$ cat config.mk
export PLATFORM = sky130hd
export DESIGN_NAME = packed_sprite_word_decoder_unit_flat
export DESIGN_NICKNAME = d
export VERILOG_FILES = /design/src/rtl/pswd_pkg.sv /design/src/rtl/pswd_if.sv /design/src/rtl/pswd_ctrl.sv /design/src/rtl/pswd_datapath.sv /design/src/rtl/packed_sprite_word_decoder_unit.sv /design/src/flat_wrapper.sv
export SDC_FILE = /design/constraint.sdc
export NUM_CORES = 1
export LEC_CHECK = 0
export BUFFER_PORTS_ARGS = -buffer_cell sky130_fd_sc_hd__buf_2
export CAP_MARGIN = 20
export CORE_MARGIN = 2
export CORE_UTILIZATION = 30
export DETAILED_ROUTE_END_ITERATION = 10
export GPL_ROUTABILITY_DRIVEN = 0
export SLEW_MARGIN = 20
export SYNTH_ARGS = -nofsm -noshare
export SYNTH_HDL_FRONTEND = slang
export SYNTH_SLANG_ARGS = --single-unit
$ cat constraint.sdc
create_clock -name clk -period 18 [get_ports clk]
set_input_delay 1.8 -clock clk [delete_from_list [all_inputs] [get_ports clk]]
set_output_delay 1.8 -clock clk [all_outputs]
set_load 0.01 [all_outputs]
$ cat src/rtl/pswd_pkg.sv
// ============================================================================
// pswd_pkg
// Shared types, constants and color expansion for the packed sprite word
// decoder.
// ============================================================================
package pswd_pkg;

    // Default width of the linear screen index counter
    localparam int INDEX_BITS_DEFAULT = 24;

    // Payload widths
    localparam int WORD_W   = 16;
    localparam int SINDEX_W = 24;
    localparam int CFG_IDX_W = 2;
    localparam int CFG_DATA_W = 16;

    // Configuration register indexes
    localparam logic [CFG_IDX_W-1:0] CFG_PACKED_MODE = 2'd0;
    localparam logic [CFG_IDX_W-1:0] CFG_SCAN_LINE   = 2'd1;
    localparam logic [CFG_IDX_W-1:0] CFG_WIDTH       = 2'd2;
    localparam logic [CFG_IDX_W-1:0] CFG_HEIGHT      = 2'd3;

    // Configuration reset values
    localparam logic        PACKED_MODE_RST = 1'b1;
    localparam logic [15:0] SCAN_LINE_RST   = 16'd320;
    localparam logic [8:0]  WIDTH_RST       = 9'd256;
    localparam logic [8:0]  HEIGHT_RST      = 9'd256;

    // Largest sprite dimension
    localparam logic [8:0]  DIM_MAX = 9'd256;

    // Color expansion constants (RGB565 to RGB888)
    localparam logic [15:0] RED_MASK   = 16'hF800;
    localparam logic [15:0] GREEN_MASK = 16'h07E0;
    localparam logic [15:0] BLUE_MASK  = 16'h001F;
    localparam logic [13:0] MUL5 = 14'd527;
    localparam logic [13:0] ADD5 = 14'd23;
    localparam logic [13:0] MUL6 = 14'd259;
    localparam logic [13:0] ADD6 = 14'd33;

    // Result word kinds
    typedef enum logic [2:0] {
        KIND_COUNT  = 3'd0,
        KIND_SKIP   = 3'd1,
        KIND_PCOUNT = 3'd2,
        KIND_PIXEL  = 3'd3,
        KIND_EXTRA  = 3'd4
    } pswd_kind_t;

    // One result item
    typedef struct packed {
        pswd_kind_t    word_kind;
        logic [23:0]   screen_index;
        logic [7:0]    pixel_row;
        logic [7:0]    pixel_col;
        logic          in_image;
        logic [7:0]    red;
        logic [7:0]    green;
        logic [7:0]    blue;
        logic          image_done;
    } pswd_result_t;

    // Controller to datapath commands
    typedef struct packed {
        logic capture;
        logic div_step;
        logic commit;
    } pswd_cmd_t;

    // Datapath to controller status
    typedef struct packed {
        logic needs_div;
    } pswd_stat_t;

    // Zero or oversize dimension reads as the maximum
    function automatic logic [8:0] dim(input logic [8:0] v);
        return (v == 9'd0 || v > DIM_MAX) ? DIM_MAX : v;
    endfunction

    // 5-bit channel to 8 bits
    function automatic logic [7:0] expand5(input logic [4:0] c);
        logic [13:0] p;
        p = 14'(c) * MUL5 + ADD5;
        return p[13:6];
    endfunction

    // 6-bit channel to 8 bits
    function automatic logic [7:0] expand6(input logic [5:0] c);
        logic [13:0] p;
        p = 14'(c) * MUL6 + ADD6;
        return p[13:6];
    endfunction

endpackage

$ cat src/rtl/pswd_if.sv
// ============================================================================
// pswd_if
// Channel interfaces: data word input, result output, configuration writes.
// ============================================================================

// Input data word channel
interface pswd_word_if;
    logic        valid;
    logic        ready;
    logic [pswd_pkg::WORD_W-1:0] data_word;

    modport source (output valid, output data_word, input ready);
    modport sink   (input valid, input data_word, output ready);
endinterface

// Result channel
interface pswd_result_if;
    logic        valid;
    logic        ready;
    logic [2:0]  word_kind;
    logic [pswd_pkg::SINDEX_W-1:0] screen_index;
    logic [7:0]  pixel_row;
    logic [7:0]  pixel_col;
    logic        in_image;
    logic [7:0]  red;
    logic [7:0]  green;
    logic [7:0]  blue;
    logic        image_done;

    modport source (output valid, output word_kind, output screen_index,
                    output pixel_row, output pixel_col, output in_image,
                    output red, output green, output blue, output image_done,
                    input ready);
    modport sink   (input valid, input word_kind, input screen_index,
                    input pixel_row, input pixel_col, input in_image,
                    input red, input green, input blue, input image_done,
                    output ready);
endinterface

// Configuration write channel
interface pswd_cfg_if;
    logic        valid;
    logic        ready;
    logic [pswd_pkg::CFG_IDX_W-1:0]  index;
    logic [pswd_pkg::CFG_DATA_W-1:0] data;

    modport source (output valid, output index, output data, input ready);
    modport sink   (input valid, input index, input data, output ready);
endinterface

$ cat src/rtl/pswd_ctrl.sv
// ============================================================================
// pswd_ctrl
// Sequencer: accepts a word, runs the divider for pixel words, then commits
// the result into the output register when it is free.
// ============================================================================
module pswd_ctrl #(
    parameter int INDEX_BITS = pswd_pkg::INDEX_BITS_DEFAULT
) (
    input  logic                 clk,
    input  logic                 rst_n,
    input  logic                 in_valid,
    output logic                 in_ready,
    output logic                 out_valid,
    input  logic                 out_ready,
    input  pswd_pkg::pswd_stat_t stat,
    output pswd_pkg::pswd_cmd_t  cmd
);

    localparam int CNT_W = $clog2(INDEX_BITS);
    localparam logic [CNT_W-1:0] LAST_STEP = CNT_W'(INDEX_BITS - 1);

    typedef enum logic [1:0] {
        ST_IDLE,
        ST_DIVIDE,
        ST_COMMIT
    } state_t;

    state_t           state_reg;
    logic [CNT_W-1:0] count_reg;
    logic             out_valid_reg;
    logic             accept;

    // Handshake and commands
    assign in_ready  = (state_reg == ST_IDLE);
    assign accept    = in_valid && in_ready;
    assign out_valid = out_valid_reg;

    always_comb
    begin
        cmd.capture  = accept;
        cmd.div_step = (state_reg == ST_DIVIDE);
        cmd.commit   = (state_reg == ST_COMMIT) && (!out_valid_reg || out_ready);
    end

    // State, step counter and output valid
    always_ff @(posedge clk or negedge rst_n)
    begin
        if (!rst_n)
        begin
            state_reg     <= ST_IDLE;
            count_reg     <= '0;
            out_valid_reg <= 1'b0;
        end
        else
        begin
            if (cmd.commit)
                out_valid_reg <= 1'b1;
            else if (out_ready)
                out_valid_reg <= 1'b0;

            case (state_reg)
                ST_IDLE:
                begin
                    count_reg <= '0;
                    if (accept)
                        state_reg <= stat.needs_div ? ST_DIVIDE : ST_COMMIT;
                end
                ST_DIVIDE:
                begin
                    count_reg <= count_reg + 1'b1;
                    if (count_reg == LAST_STEP)
                        state_reg <= ST_COMMIT;
                end
                ST_COMMIT:
                begin
                    if (cmd.commit)
                        state_reg <= ST_IDLE;
                end
                default:
                begin
                    state_reg <= ST_IDLE;
                end
            endcase
        end
    end

endmodule

$ cat src/rtl/pswd_datapath.sv
// ============================================================================
// pswd_datapath
// Stream state, configuration registers, bit-serial divider for row and
// column, and the result register.
// ============================================================================
module pswd_datapath #(
    parameter int INDEX_BITS = pswd_pkg::INDEX_BITS_DEFAULT
) (
    input  logic                                clk,
    input  logic                                rst_n,
    input  pswd_pkg::pswd_cmd_t                 cmd,
    output pswd_pkg::pswd_stat_t                stat,
    input  logic [pswd_pkg::WORD_W-1:0]         data_word,
    input  logic                                cfg_we,
    input  logic [pswd_pkg::CFG_IDX_W-1:0]      cfg_index,
    input  logic [pswd_pkg::CFG_DATA_W-1:0]     cfg_data,
    output pswd_pkg::pswd_result_t              result
);

    localparam int IB = INDEX_BITS;
    localparam int CW = (IB > 17) ? IB : 17;

    typedef enum logic [2:0] {
        PH_COUNT,
        PH_SKIP,
        PH_PCOUNT,
        PH_PIXELS,
        PH_DONE
    } phase_t;

    // Configuration
    logic        packed_mode_reg;
    logic [15:0] scan_line_reg;
    logic [8:0]  width_reg;
    logic [8:0]  height_reg;

    // Stream state
    phase_t      phase_reg, phase_next;
    logic [16:0] chunks_reg, chunks_next;
    logic [15:0] pixels_reg, pixels_next;
    logic [IB-1:0] cursor_reg, cursor_next;
    logic [31:0] rec_reg, rec_next;

    // Captured word and divider
    logic [15:0]   word_reg;
    logic [15:0]   rem_reg;
    logic [IB-1:0] quo_reg;

    pswd_pkg::pswd_result_t res_reg, res_next;

    logic [8:0]    wd, ht;
    logic [16:0]   scan17, divisor;
    logic [16:0]   trial;
    logic          trial_ge;
    logic [16:0]   trial_diff;
    logic [16:0]   total;
    logic [14:0]   skip15;
    logic          skip_big;
    logic [15:0]   skip_rec;
    logic [15:0]   skip_add;
    logic [IB-1:0] cursor_skip, cursor_inc;
    logic [15:0]   pcount;
    logic [15:0]   pixels_dec;
    logic [16:0]   chunks_dec;
    logic          in_img;
    logic [IB+23:0] idx_ext;
    logic          unpacked_end;

    function automatic logic [IB-1:0] sat_add(input logic [IB-1:0] a,
                                              input logic [15:0] b);
        logic [IB:0] s;
        s = {1'b0, a} + (IB+1)'(b);
        return s[IB] ? '1 : s[IB-1:0];
    endfunction

    // Effective geometry
    assign wd      = pswd_pkg::dim(width_reg);
    assign ht      = pswd_pkg::dim(height_reg);
    assign scan17  = (scan_line_reg == 16'd0) ? 17'h10000 : {1'b0, scan_line_reg};
    assign divisor = packed_mode_reg ? scan17 : {8'd0, wd};
    assign total   = 17'(wd) * 17'(ht);

    assign stat.needs_div = (phase_reg != PH_DONE) &&
                            (!packed_mode_reg || phase_reg == PH_PIXELS);

    // Restoring divider step: one quotient bit per cycle
    assign trial      = {rem_reg, quo_reg[IB-1]};
    assign trial_ge   = (trial >= divisor);
    assign trial_diff = trial - divisor;

    // Skip word handling
    assign skip15      = word_reg[15:1];
    assign skip_big    = ({2'b00, skip15} > scan17);
    assign skip_rec    = {1'b0, skip15} + rec_reg[15:0];
    assign skip_add    = skip_big ? skip_rec : {1'b0, skip15};
    assign cursor_skip = sat_add(cursor_reg, skip_add);
    assign cursor_inc  = sat_add(cursor_reg, 16'd1);
    assign pcount      = word_reg + 16'd1;
    assign pixels_dec  = pixels_reg - 16'd1;
    assign chunks_dec  = chunks_reg - 17'd1;
    assign unpacked_end = (CW'(cursor_inc) >= CW'(total));

    // Pixel geometry from the divider result
    assign in_img  = (quo_reg < IB'(ht)) && (rem_reg < 16'(wd));
    assign idx_ext = {24'd0, cursor_reg};

    // Next stream state and result
    always_comb
    begin
        phase_next  = phase_reg;
        chunks_next = chunks_reg;
        pixels_next = pixels_reg;
        cursor_next = cursor_reg;
        rec_next    = rec_reg;
        res_next    = '0;
        res_next.word_kind = pswd_pkg::KIND_EXTRA;

        if (phase_reg != PH_DONE && (!packed_mode_reg || phase_reg == PH_PIXELS))
        begin
            res_next.word_kind    = pswd_pkg::KIND_PIXEL;
            res_next.screen_index = idx_ext[23:0];
            res_next.in_image     = in_img;
            res_next.pixel_row    = in_img ? quo_reg[7:0] : 8'd0;
            res_next.pixel_col    = in_img ? rem_reg[7:0] : 8'd0;
            res_next.red   = pswd_pkg::expand5(word_reg[15:11]);
            res_next.green = pswd_pkg::expand6(word_reg[10:5]);
            res_next.blue  = pswd_pkg::expand5(word_reg[4:0]);
            cursor_next    = cursor_inc;
        end

        if (phase_reg == PH_DONE)
        begin
            res_next.word_kind = pswd_pkg::KIND_EXTRA;
        end
        else if (!packed_mode_reg)
        begin
            if (unpacked_end)
            begin
                phase_next          = PH_DONE;
                res_next.image_done = 1'b1;
            end
        end
        else
        begin
            case (phase_reg)
                PH_COUNT:
                begin
                    res_next.word_kind = pswd_pkg::KIND_COUNT;
                    chunks_next        = {1'b0, word_reg} + 17'd1;
                    phase_next         = PH_SKIP;
                end
                PH_SKIP:
                begin
                    res_next.word_kind = pswd_pkg::KIND_SKIP;
                    rec_next    = skip_big ? 32'd0 : rec_reg + 32'(skip15);
                    cursor_next = cursor_skip;
                    phase_next  = PH_PCOUNT;
                end
                PH_PCOUNT:
                begin
                    res_next.word_kind = pswd_pkg::KIND_PCOUNT;
                    pixels_next = pcount;
                    rec_next    = rec_reg + 32'(pcount);
                    if (pcount == 16'd0)
                    begin
                        chunks_next = chunks_dec;
                        if (chunks_dec == 17'd0)
                        begin
                            phase_next          = PH_DONE;
                            res_next.image_done = 1'b1;
                        end
                        else
                            phase_next = PH_SKIP;
                    end
                    else
                        phase_next = PH_PIXELS;
                end
                PH_PIXELS:
                begin
                    pixels_next = pixels_dec;
                    if (pixels_dec == 16'd0)
                    begin
                        chunks_next = chunks_dec;
                        if (chunks_dec == 17'd0)
                        begin
                            phase_next          = PH_DONE;
                            res_next.image_done = 1'b1;
                        end
                        else
                            phase_next = PH_SKIP;
                    end
                end
                default:
                begin
                    res_next.word_kind = pswd_pkg::KIND_EXTRA;
                end
            endcase
        end
    end

    // Configuration and stream state registers
    always_ff @(posedge clk or negedge rst_n)
    begin
        if (!rst_n)
        begin
            packed_mode_reg <= pswd_pkg::PACKED_MODE_RST;
            scan_line_reg   <= pswd_pkg::SCAN_LINE_RST;
            width_reg       <= pswd_pkg::WIDTH_RST;
            height_reg      <= pswd_pkg::HEIGHT_RST;
            phase_reg       <= PH_COUNT;
            chunks_reg      <= '0;
            pixels_reg      <= '0;
            cursor_reg      <= '0;
            rec_reg         <= '0;
        end
        else
        begin
            if (cfg_we)
            begin
                case (cfg_index)
                    pswd_pkg::CFG_PACKED_MODE: packed_mode_reg <= cfg_data[0];
                    pswd_pkg::CFG_SCAN_LINE:   scan_line_reg   <= cfg_data;
                    pswd_pkg::CFG_WIDTH:       width_reg       <= cfg_data[8:0];
                    pswd_pkg::CFG_HEIGHT:      height_reg      <= cfg_data[8:0];
                    default:                   packed_mode_reg <= packed_mode_reg;
                endcase
            end
            if (cmd.commit)
            begin
                phase_reg  <= phase_next;
                chunks_reg <= chunks_next;
                pixels_reg <= pixels_next;
                cursor_reg <= cursor_next;
                rec_reg    <= rec_next;
            end
        end
    end

    // Captured word, divider and result registers
    always_ff @(posedge clk)
    begin
        if (cmd.capture)
        begin
            word_reg <= data_word;
            quo_reg  <= cursor_reg;
            rem_reg  <= '0;
        end
        else if (cmd.div_step)
        begin
            quo_reg <= {quo_reg[IB-2:0], trial_ge};
            rem_reg <= trial_ge ? trial_diff[15:0] : trial[15:0];
        end
        if (cmd.commit)
            res_reg <= res_next;
    end

    assign result = res_reg;

endmodule

$ cat src/rtl/packed_sprite_word_decoder_unit.sv
// ============================================================================
// packed_sprite_word_decoder_unit
// Decodes a stream of 16-bit sprite image words into one result per word.
// ============================================================================
// Usage:
//   words   : one big-endian image data word per transfer (valid/ready).
//   results : one result per accepted word: its kind, and for pixel words
//             the screen index, row/column, crop flag and RGB888 color.
//   cfg     : register writes (index, data), always ready; write only while
//             no word is in flight.
// Sequencing:
//   Count, skip and pixel-count words: no division; the word passes from
//   the accept state to the commit state.
//   Pixel words: row and column come from a restoring divider that yields
//   one quotient bit per cycle, and the result is committed when it ends.
//   One word is decoded at a time; the next word is taken while the
//   previous result waits in the output register.
// Reset: configuration returns to packed mode, scan line 320, 256 x 256;
//   the decoder expects a chunk count word. No clearing pass.
// Stall: while results.ready is low the finished result holds, one more
//   word is decoded and then held until the output register frees.
// ============================================================================
module packed_sprite_word_decoder_unit #(
    parameter int INDEX_BITS = pswd_pkg::INDEX_BITS_DEFAULT
) (
    input  logic           clk,
    input  logic           rst_n,
    pswd_word_if.sink      words,
    pswd_result_if.source  results,
    pswd_cfg_if.sink       cfg
);

    pswd_pkg::pswd_cmd_t    cmd;
    pswd_pkg::pswd_stat_t   stat;
    pswd_pkg::pswd_result_t result;

    assign cfg.ready = 1'b1;

    pswd_ctrl #(
        .INDEX_BITS (INDEX_BITS)
    ) u_ctrl (
        .clk       (clk),
        .rst_n     (rst_n),
        .in_valid  (words.valid),
        .in_ready  (words.ready),
        .out_valid (results.valid),
        .out_ready (results.ready),
        .stat      (stat),
        .cmd       (cmd)
    );

    pswd_datapath #(
        .INDEX_BITS (INDEX_BITS)
    ) u_datapath (
        .clk       (clk),
        .rst_n     (rst_n),
        .cmd       (cmd),
        .stat      (stat),
        .data_word (words.data_word),
        .cfg_we    (cfg.valid),
        .cfg_index (cfg.index),
        .cfg_data  (cfg.data),
        .result    (result)
    );

    // Result fields
    assign results.word_kind    = result.word_kind;
    assign results.screen_index = result.screen_index;
    assign results.pixel_row    = result.pixel_row;
    assign results.pixel_col    = result.pixel_col;
    assign results.in_image     = result.in_image;
    assign results.red          = result.red;
    assign results.green        = result.green;
    assign results.blue         = result.blue;
    assign results.image_done   = result.image_done;

    // One word in flight: no transfer right after another
    assert property (@(posedge clk) disable iff (!rst_n)
        words.valid && words.ready |=> !words.ready)
        else $error("input taken on consecutive cycles");

    // Only pixel results carry geometry
    assert property (@(posedge clk) disable iff (!rst_n)
        results.valid && results.word_kind != pswd_pkg::KIND_PIXEL |->
            !results.in_image && results.screen_index == '0)
        else $error("geometry on a non-pixel result");

    // Image end comes only on a pixel or pixel count word
    assert property (@(posedge clk) disable iff (!rst_n)
        results.valid && results.image_done |->
            results.word_kind == pswd_pkg::KIND_PIXEL ||
            results.word_kind == pswd_pkg::KIND_PCOUNT)
        else $error("image end on wrong word kind");

    // Row and column stay zero outside the image
    assert property (@(posedge clk) disable iff (!rst_n)
        results.valid && !results.in_image |->
            results.pixel_row == 8'd0 && results.pixel_col == 8'd0)
        else $error("row or column set outside the image");

endmodule

$ cat src/flat_wrapper.sv
// flat-port wrapper written by rule: the top's interface ports become plain ports
module packed_sprite_word_decoder_unit_flat 
#(
    parameter int INDEX_BITS = pswd_pkg::INDEX_BITS_DEFAULT
)
  (clk, rst_n, words_valid, words_data_word, words_ready, results_valid, results_word_kind, results_screen_index, results_pixel_row, results_pixel_col, results_in_image, results_red, results_green, results_blue, results_image_done, results_ready, cfg_valid, cfg_index, cfg_data, cfg_ready);
  pswd_word_if words_i ();
  pswd_result_if results_i ();
  pswd_cfg_if cfg_i ();
  input  logic clk;
  input  logic rst_n;
  input wire logic [$bits(words_i.valid)-1:0] words_valid;
  input wire logic [$bits(words_i.data_word)-1:0] words_data_word;
  output wire logic [$bits(words_i.ready)-1:0] words_ready;
  output wire logic [$bits(results_i.valid)-1:0] results_valid;
  output wire logic [$bits(results_i.word_kind)-1:0] results_word_kind;
  output wire logic [$bits(results_i.screen_index)-1:0] results_screen_index;
  output wire logic [$bits(results_i.pixel_row)-1:0] results_pixel_row;
  output wire logic [$bits(results_i.pixel_col)-1:0] results_pixel_col;
  output wire logic [$bits(results_i.in_image)-1:0] results_in_image;
  output wire logic [$bits(results_i.red)-1:0] results_red;
  output wire logic [$bits(results_i.green)-1:0] results_green;
  output wire logic [$bits(results_i.blue)-1:0] results_blue;
  output wire logic [$bits(results_i.image_done)-1:0] results_image_done;
  input wire logic [$bits(results_i.ready)-1:0] results_ready;
  input wire logic [$bits(cfg_i.valid)-1:0] cfg_valid;
  input wire logic [$bits(cfg_i.index)-1:0] cfg_index;
  input wire logic [$bits(cfg_i.data)-1:0] cfg_data;
  output wire logic [$bits(cfg_i.ready)-1:0] cfg_ready;
  assign words_i.valid = words_valid;
  assign words_i.data_word = words_data_word;
  assign words_ready = words_i.ready;
  assign results_valid = results_i.valid;
  assign results_word_kind = results_i.word_kind;
  assign results_screen_index = results_i.screen_index;
  assign results_pixel_row = results_i.pixel_row;
  assign results_pixel_col = results_i.pixel_col;
  assign results_in_image = results_i.in_image;
  assign results_red = results_i.red;
  assign results_green = results_i.green;
  assign results_blue = results_i.blue;
  assign results_image_done = results_i.image_done;
  assign results_i.ready = results_ready;
  assign cfg_i.valid = cfg_valid;
  assign cfg_i.index = cfg_index;
  assign cfg_i.data = cfg_data;
  assign cfg_ready = cfg_i.ready;
  packed_sprite_word_decoder_unit #(.INDEX_BITS(INDEX_BITS)) u_core (.clk(clk), .rst_n(rst_n), .words(words_i), .results(results_i), .cfg(cfg_i));
endmodule
==> run_results.csv <==
group,metric,value,unit
power,pwr-share-clk,14.9,%
worst_setup_path,slowest_stage,"a2111oi_0",
route,viasPerCell,5.14,
die,boundaryPins,111,
worst_setup_path,criticalPathCategory,"flip-flop to flip-flop",
power,p_leak,0.00990,uW
clock_network,post-cts-setup-buffers,0,
logic_synthesis,yosys.cell_count.top_type,"nand2_1",
cells_and_area,fillers,6890,
logic_synthesis,ys_warn_count,0,
power,switching_share,47.1,%
logic_synthesis,synth_ff_type,"dfrtp_1",
logic_synthesis,ys_top_cells_by_area,"edfxtp_1 (16%), dfrtp_1 (14%), ha_1 (13%)",
logic_synthesis,netlist_instances,2270,
logic_synthesis,yosys-top-cells-count,"nand2_1 (251), ha_1 (213), nor2_1 (186), inv_1 (173), a21oi_1 (155)",
global_route,grt_util_met3,2.35,%
clock_network,clockBufferDepth,3,
global_route,grt-ovfl-total,0,
clock_network,cts.sinks,244,
place,numPlacedInstances,3186,
logic_synthesis,syn_area_per_cell,8.96,sq um
logic_synthesis,seq_area_frac_synth,32.3,%
global_route,grtUsageMet2,27.0,%
worst_setup_path,r2r_end,"u_core.u_datapath.phase_reg[2]",
die,die_area,69900,sq um
power,p_int,2110,uW
hold_path,hold_path.class,"flip-flop to flip-flop",
global_route,top_usage_layer,"met2",
clock_network,cts_tree,"built",
die,die_w,264,um
clock_network,numCtsBuffers,29,
logic_synthesis,syn_area,20300,sq um
route,wl_per_cell,18.2,um
global_route,antenna_found_initial,1,
hold_path,hp-start,"u_core.u_datapath.rem_reg[11]",
outcome,status,"finished, final reports clean",
sta,max_freq,0.128,GHz
hold_path,hold_end,"u_core.u_datapath.rem_reg[11]",
logic_synthesis,synth_edf_count,109,
global_route,grt_pass1_vias,16000,
logic_synthesis,synth_cell_type_count,77,
clock_network,cts_resized,0,
global_route,grt_max_degree,59,
cells_and_area,final_nets,2665,
clock_network,hold_buffers,0,
route,routed_wl,58.8,mm
logic_synthesis,synth_top_area_cell,"edfxtp_1",
clock_network,clk_pin_slew,0.06,ns
logic_synthesis,ys_ff_latch,244,
power,power_switching,1880,uW
cells_and_area,synthToLayoutAreaGrowth,11.9,%
worst_setup_path,critPathMaxStageDelay,0.89,ns
route,postRouteAntennaNets,0,
power,p_seq_share,28.2,%
clock_network,clk_latency,0.57,ns
worst_setup_path,cp_max_fo,8,
clock_network,cts-root-buf,"clkbuf_16",
worst_setup_path,cp.required,18.46,ns
power,power_density,175,nW/um^2
logic_synthesis,async_flop_share,48.8,%
sta,finalCritPeriodShare,43.4,%
worst_setup_path,r2r_slack,10.19,ns
global_route,grt_pass1_wl,91.2,mm
worst_setup_path,startpoint_type,"flip-flop",
worst_setup_path,path_buf_inv,5,
global_route,track_usage,16.4,%
cells_and_area,stdcell_count,3238,
die,rows,95,
sta,slew_violations,0,
worst_setup_path,rr_worst_depth,27,
worst_setup_path,end_kind,"flip-flop",
sta,period_needed,7.81,ns
sta,finClkSkew,0.0109,ns
sta,setup-violations-final,0,
die,start_util,30.3,%
die,core-area,67200,sq um
clock_network,htreeDepth,1,
logic_synthesis,synth_nets,2591,
power,pwr-share-comb,56.9,%
route,drtIter0Drc,991,
place,dp_hpwl,44.3,mm
global_route,use_met1,22.3,%
sta,relSlewSlack,26.9,%
die,die_h,264,um
worst_setup_path,r2r-start,"u_core.u_datapath.width_reg[5]",
route,via_count,16700,
worst_setup_path,worstPathArrival,8.27,ns
power,vdd_ir_drop_max,93.9,uV
job,max_cap_viol_count,0,
route,firstDrtPassIters,5,
sta,rsz0062_at_grt,"false",
hold_path,hold_path_depth,2,
logic_synthesis,synth.top_cell.area_share,16.1,%
worst_setup_path,crit_family,"adder cells",
sta,finalSetupTns,0,ns
route,drc_errors,0,
cells_and_area,drive_gt1_share,10.9,%
place,portBuffers,109,
sta,finalHoldViolCount,0,
sta,worstMarginPinSlew,1.09,ns
cells_and_area,largest_register_ffs,69,
cells_and_area,insertedDiodeCount,0,
## cell type report
| type | instances | area, sq um | share of cell area, % |
|---|---|---|---|
| Multi-Input combinational cell | 1761 | 12800 | 56.1 |
| Sequential cell | 244 | 6580 | 28.9 |
| Tap cell | 873 | 1090 | 4.80 |
| Clock buffer | 36 | 793 | 3.48 |
| Timing Repair Buffer | 128 | 691 | 3.03 |
| Inverter | 180 | 677 | 2.97 |
| Clock inverter | 16 | 153 | 0.671 |
## power groups by stage
| stage | Sequential, uW | Clock [uW] | Combinational [uW] |
|---|---|---|---|
| floorplan | 1010 | 0 | 1720 |
| global placement | 1130 | 0 | 2240 |
| detailed placement | 1120 | 0 | 2250 |
| CTS | 1120 | 609 | 2270 |
| global route | 1150 | 627 | 2560 |
| finish | 1120 | 595 | 2270 |
## per-stage QoR
step | area [sq um] | utilization [%] | worst slack, ns | power, uW | hold WS (ns)
4_1_cts | 22800 | 33.9 | 10.29 | 4000 | 0.517
5_1_grt | 22800 | 33.9 | 9.66 | 4330 | 0.554
6_report | 22800 | 33.9 | 10.19 | 3990 | 0.514
3_5_place_dp | 21800 | 32.5 | 10.30 | 3380 | 0.504
2_1_floorplan | 20300 | - | 11.39 | 2730 | 0.465
3_3_place_gp | 21800 | 32.5 | 10.43 | 3370 | 0.491
## kinds of logic after synthesis
group                      Yosys count  synth area share (%)
other                                1                0.0184
xor gates and xnor gates           115                  4.95
DFF                                244                  32.3
and+or+nand+nor                    810                  19.3
adders and majority gates          282                  19.9
AOI/OAI and AO/OA                  490                  15.1
muxes                               63                  3.40
buffers and inverters              265                  5.00
## routing by layer
metal	part of all wire, %	up-vias
met1	45	7954
met5	0	-
met2	46	437
li1	-	8170
met3	5.4	96
met4	3.0	0
## worst register-to-register path, cell delays in order, from the launching register on
cell	delay, ns
dfrtp_1	0.38
nor4_1	0.30
nand2_1	0.09
ha_1	0.34
nor2b_1	0.29
clkinv_1	0.34
or2_2	0.41
fa_1	0.41
inv_1	0.09
fa_1	0.40
inv_1	0.08
fa_1	0.43
fa_1	0.55
inv_1	0.04
ha_1	0.32
o21ai_0	0.13
a21oi_1	0.12
o21ai_0	0.19
a21oi_1	0.12
a41o_1	0.26
o41ai_1	0.31
xnor2_1	0.20
ha_1	0.28
inv_1	0.06
nor4_1	0.06
a2111oi_0	0.89
a21oi_1	0.27
mux2_2	0.32
## worst max-delay path by stage
stage | from | cells after the start | slack [ns] | endpoint
4_1_cts | u_core.u_datapath.width_reg[0] | 27 | 10.29 | u_core.u_datapath.phase_reg[2]
5_1_grt | u_core.u_datapath.width_reg[5] | 27 | 9.66 | u_core.u_datapath.phase_reg[2]
2_1_floorplan | u_core.u_datapath.width_reg[0] | 27 | 11.39 | u_core.u_datapath.phase_reg[2]
3_3_place_gp | u_core.u_datapath.width_reg[0] | 27 | 10.43 | u_core.u_datapath.phase_reg[2]
6_report | u_core.u_datapath.width_reg[5] | 27 | 10.19 | u_core.u_datapath.phase_reg[2]
3_5_place_dp | u_core.u_datapath.width_reg[0] | 27 | 10.30 | u_core.u_datapath.phase_reg[2]
## cell usage in the layout, fill, tap and decap left out, drive strengths merged, types with 9 or more instances in the layout
cell type / instances
a22o: 13
buf: 128
or2: 17
dfxtp: 16
and3: 12
o21ai: 111
or3: 14
clkbuf: 36
fa: 69
o22ai: 26
nor2b: 29
nor3: 63
nor3b: 9
and2: 51
o21a: 28
xnor2: 65
nand4: 22
a22oi: 10
edfxtp: 109
nor2: 186
dfrtp: 114
a21o: 37
ha: 213
nand3: 59
a31oi: 18
clkinv: 18
nor4: 34
xor2: 50
a211oi: 14
o31ai: 9
a21oi: 155
nand2: 251
mux2: 48
nand2b: 31
mux2i: 15
inv: 173
(Power assumes the default switching activity.)
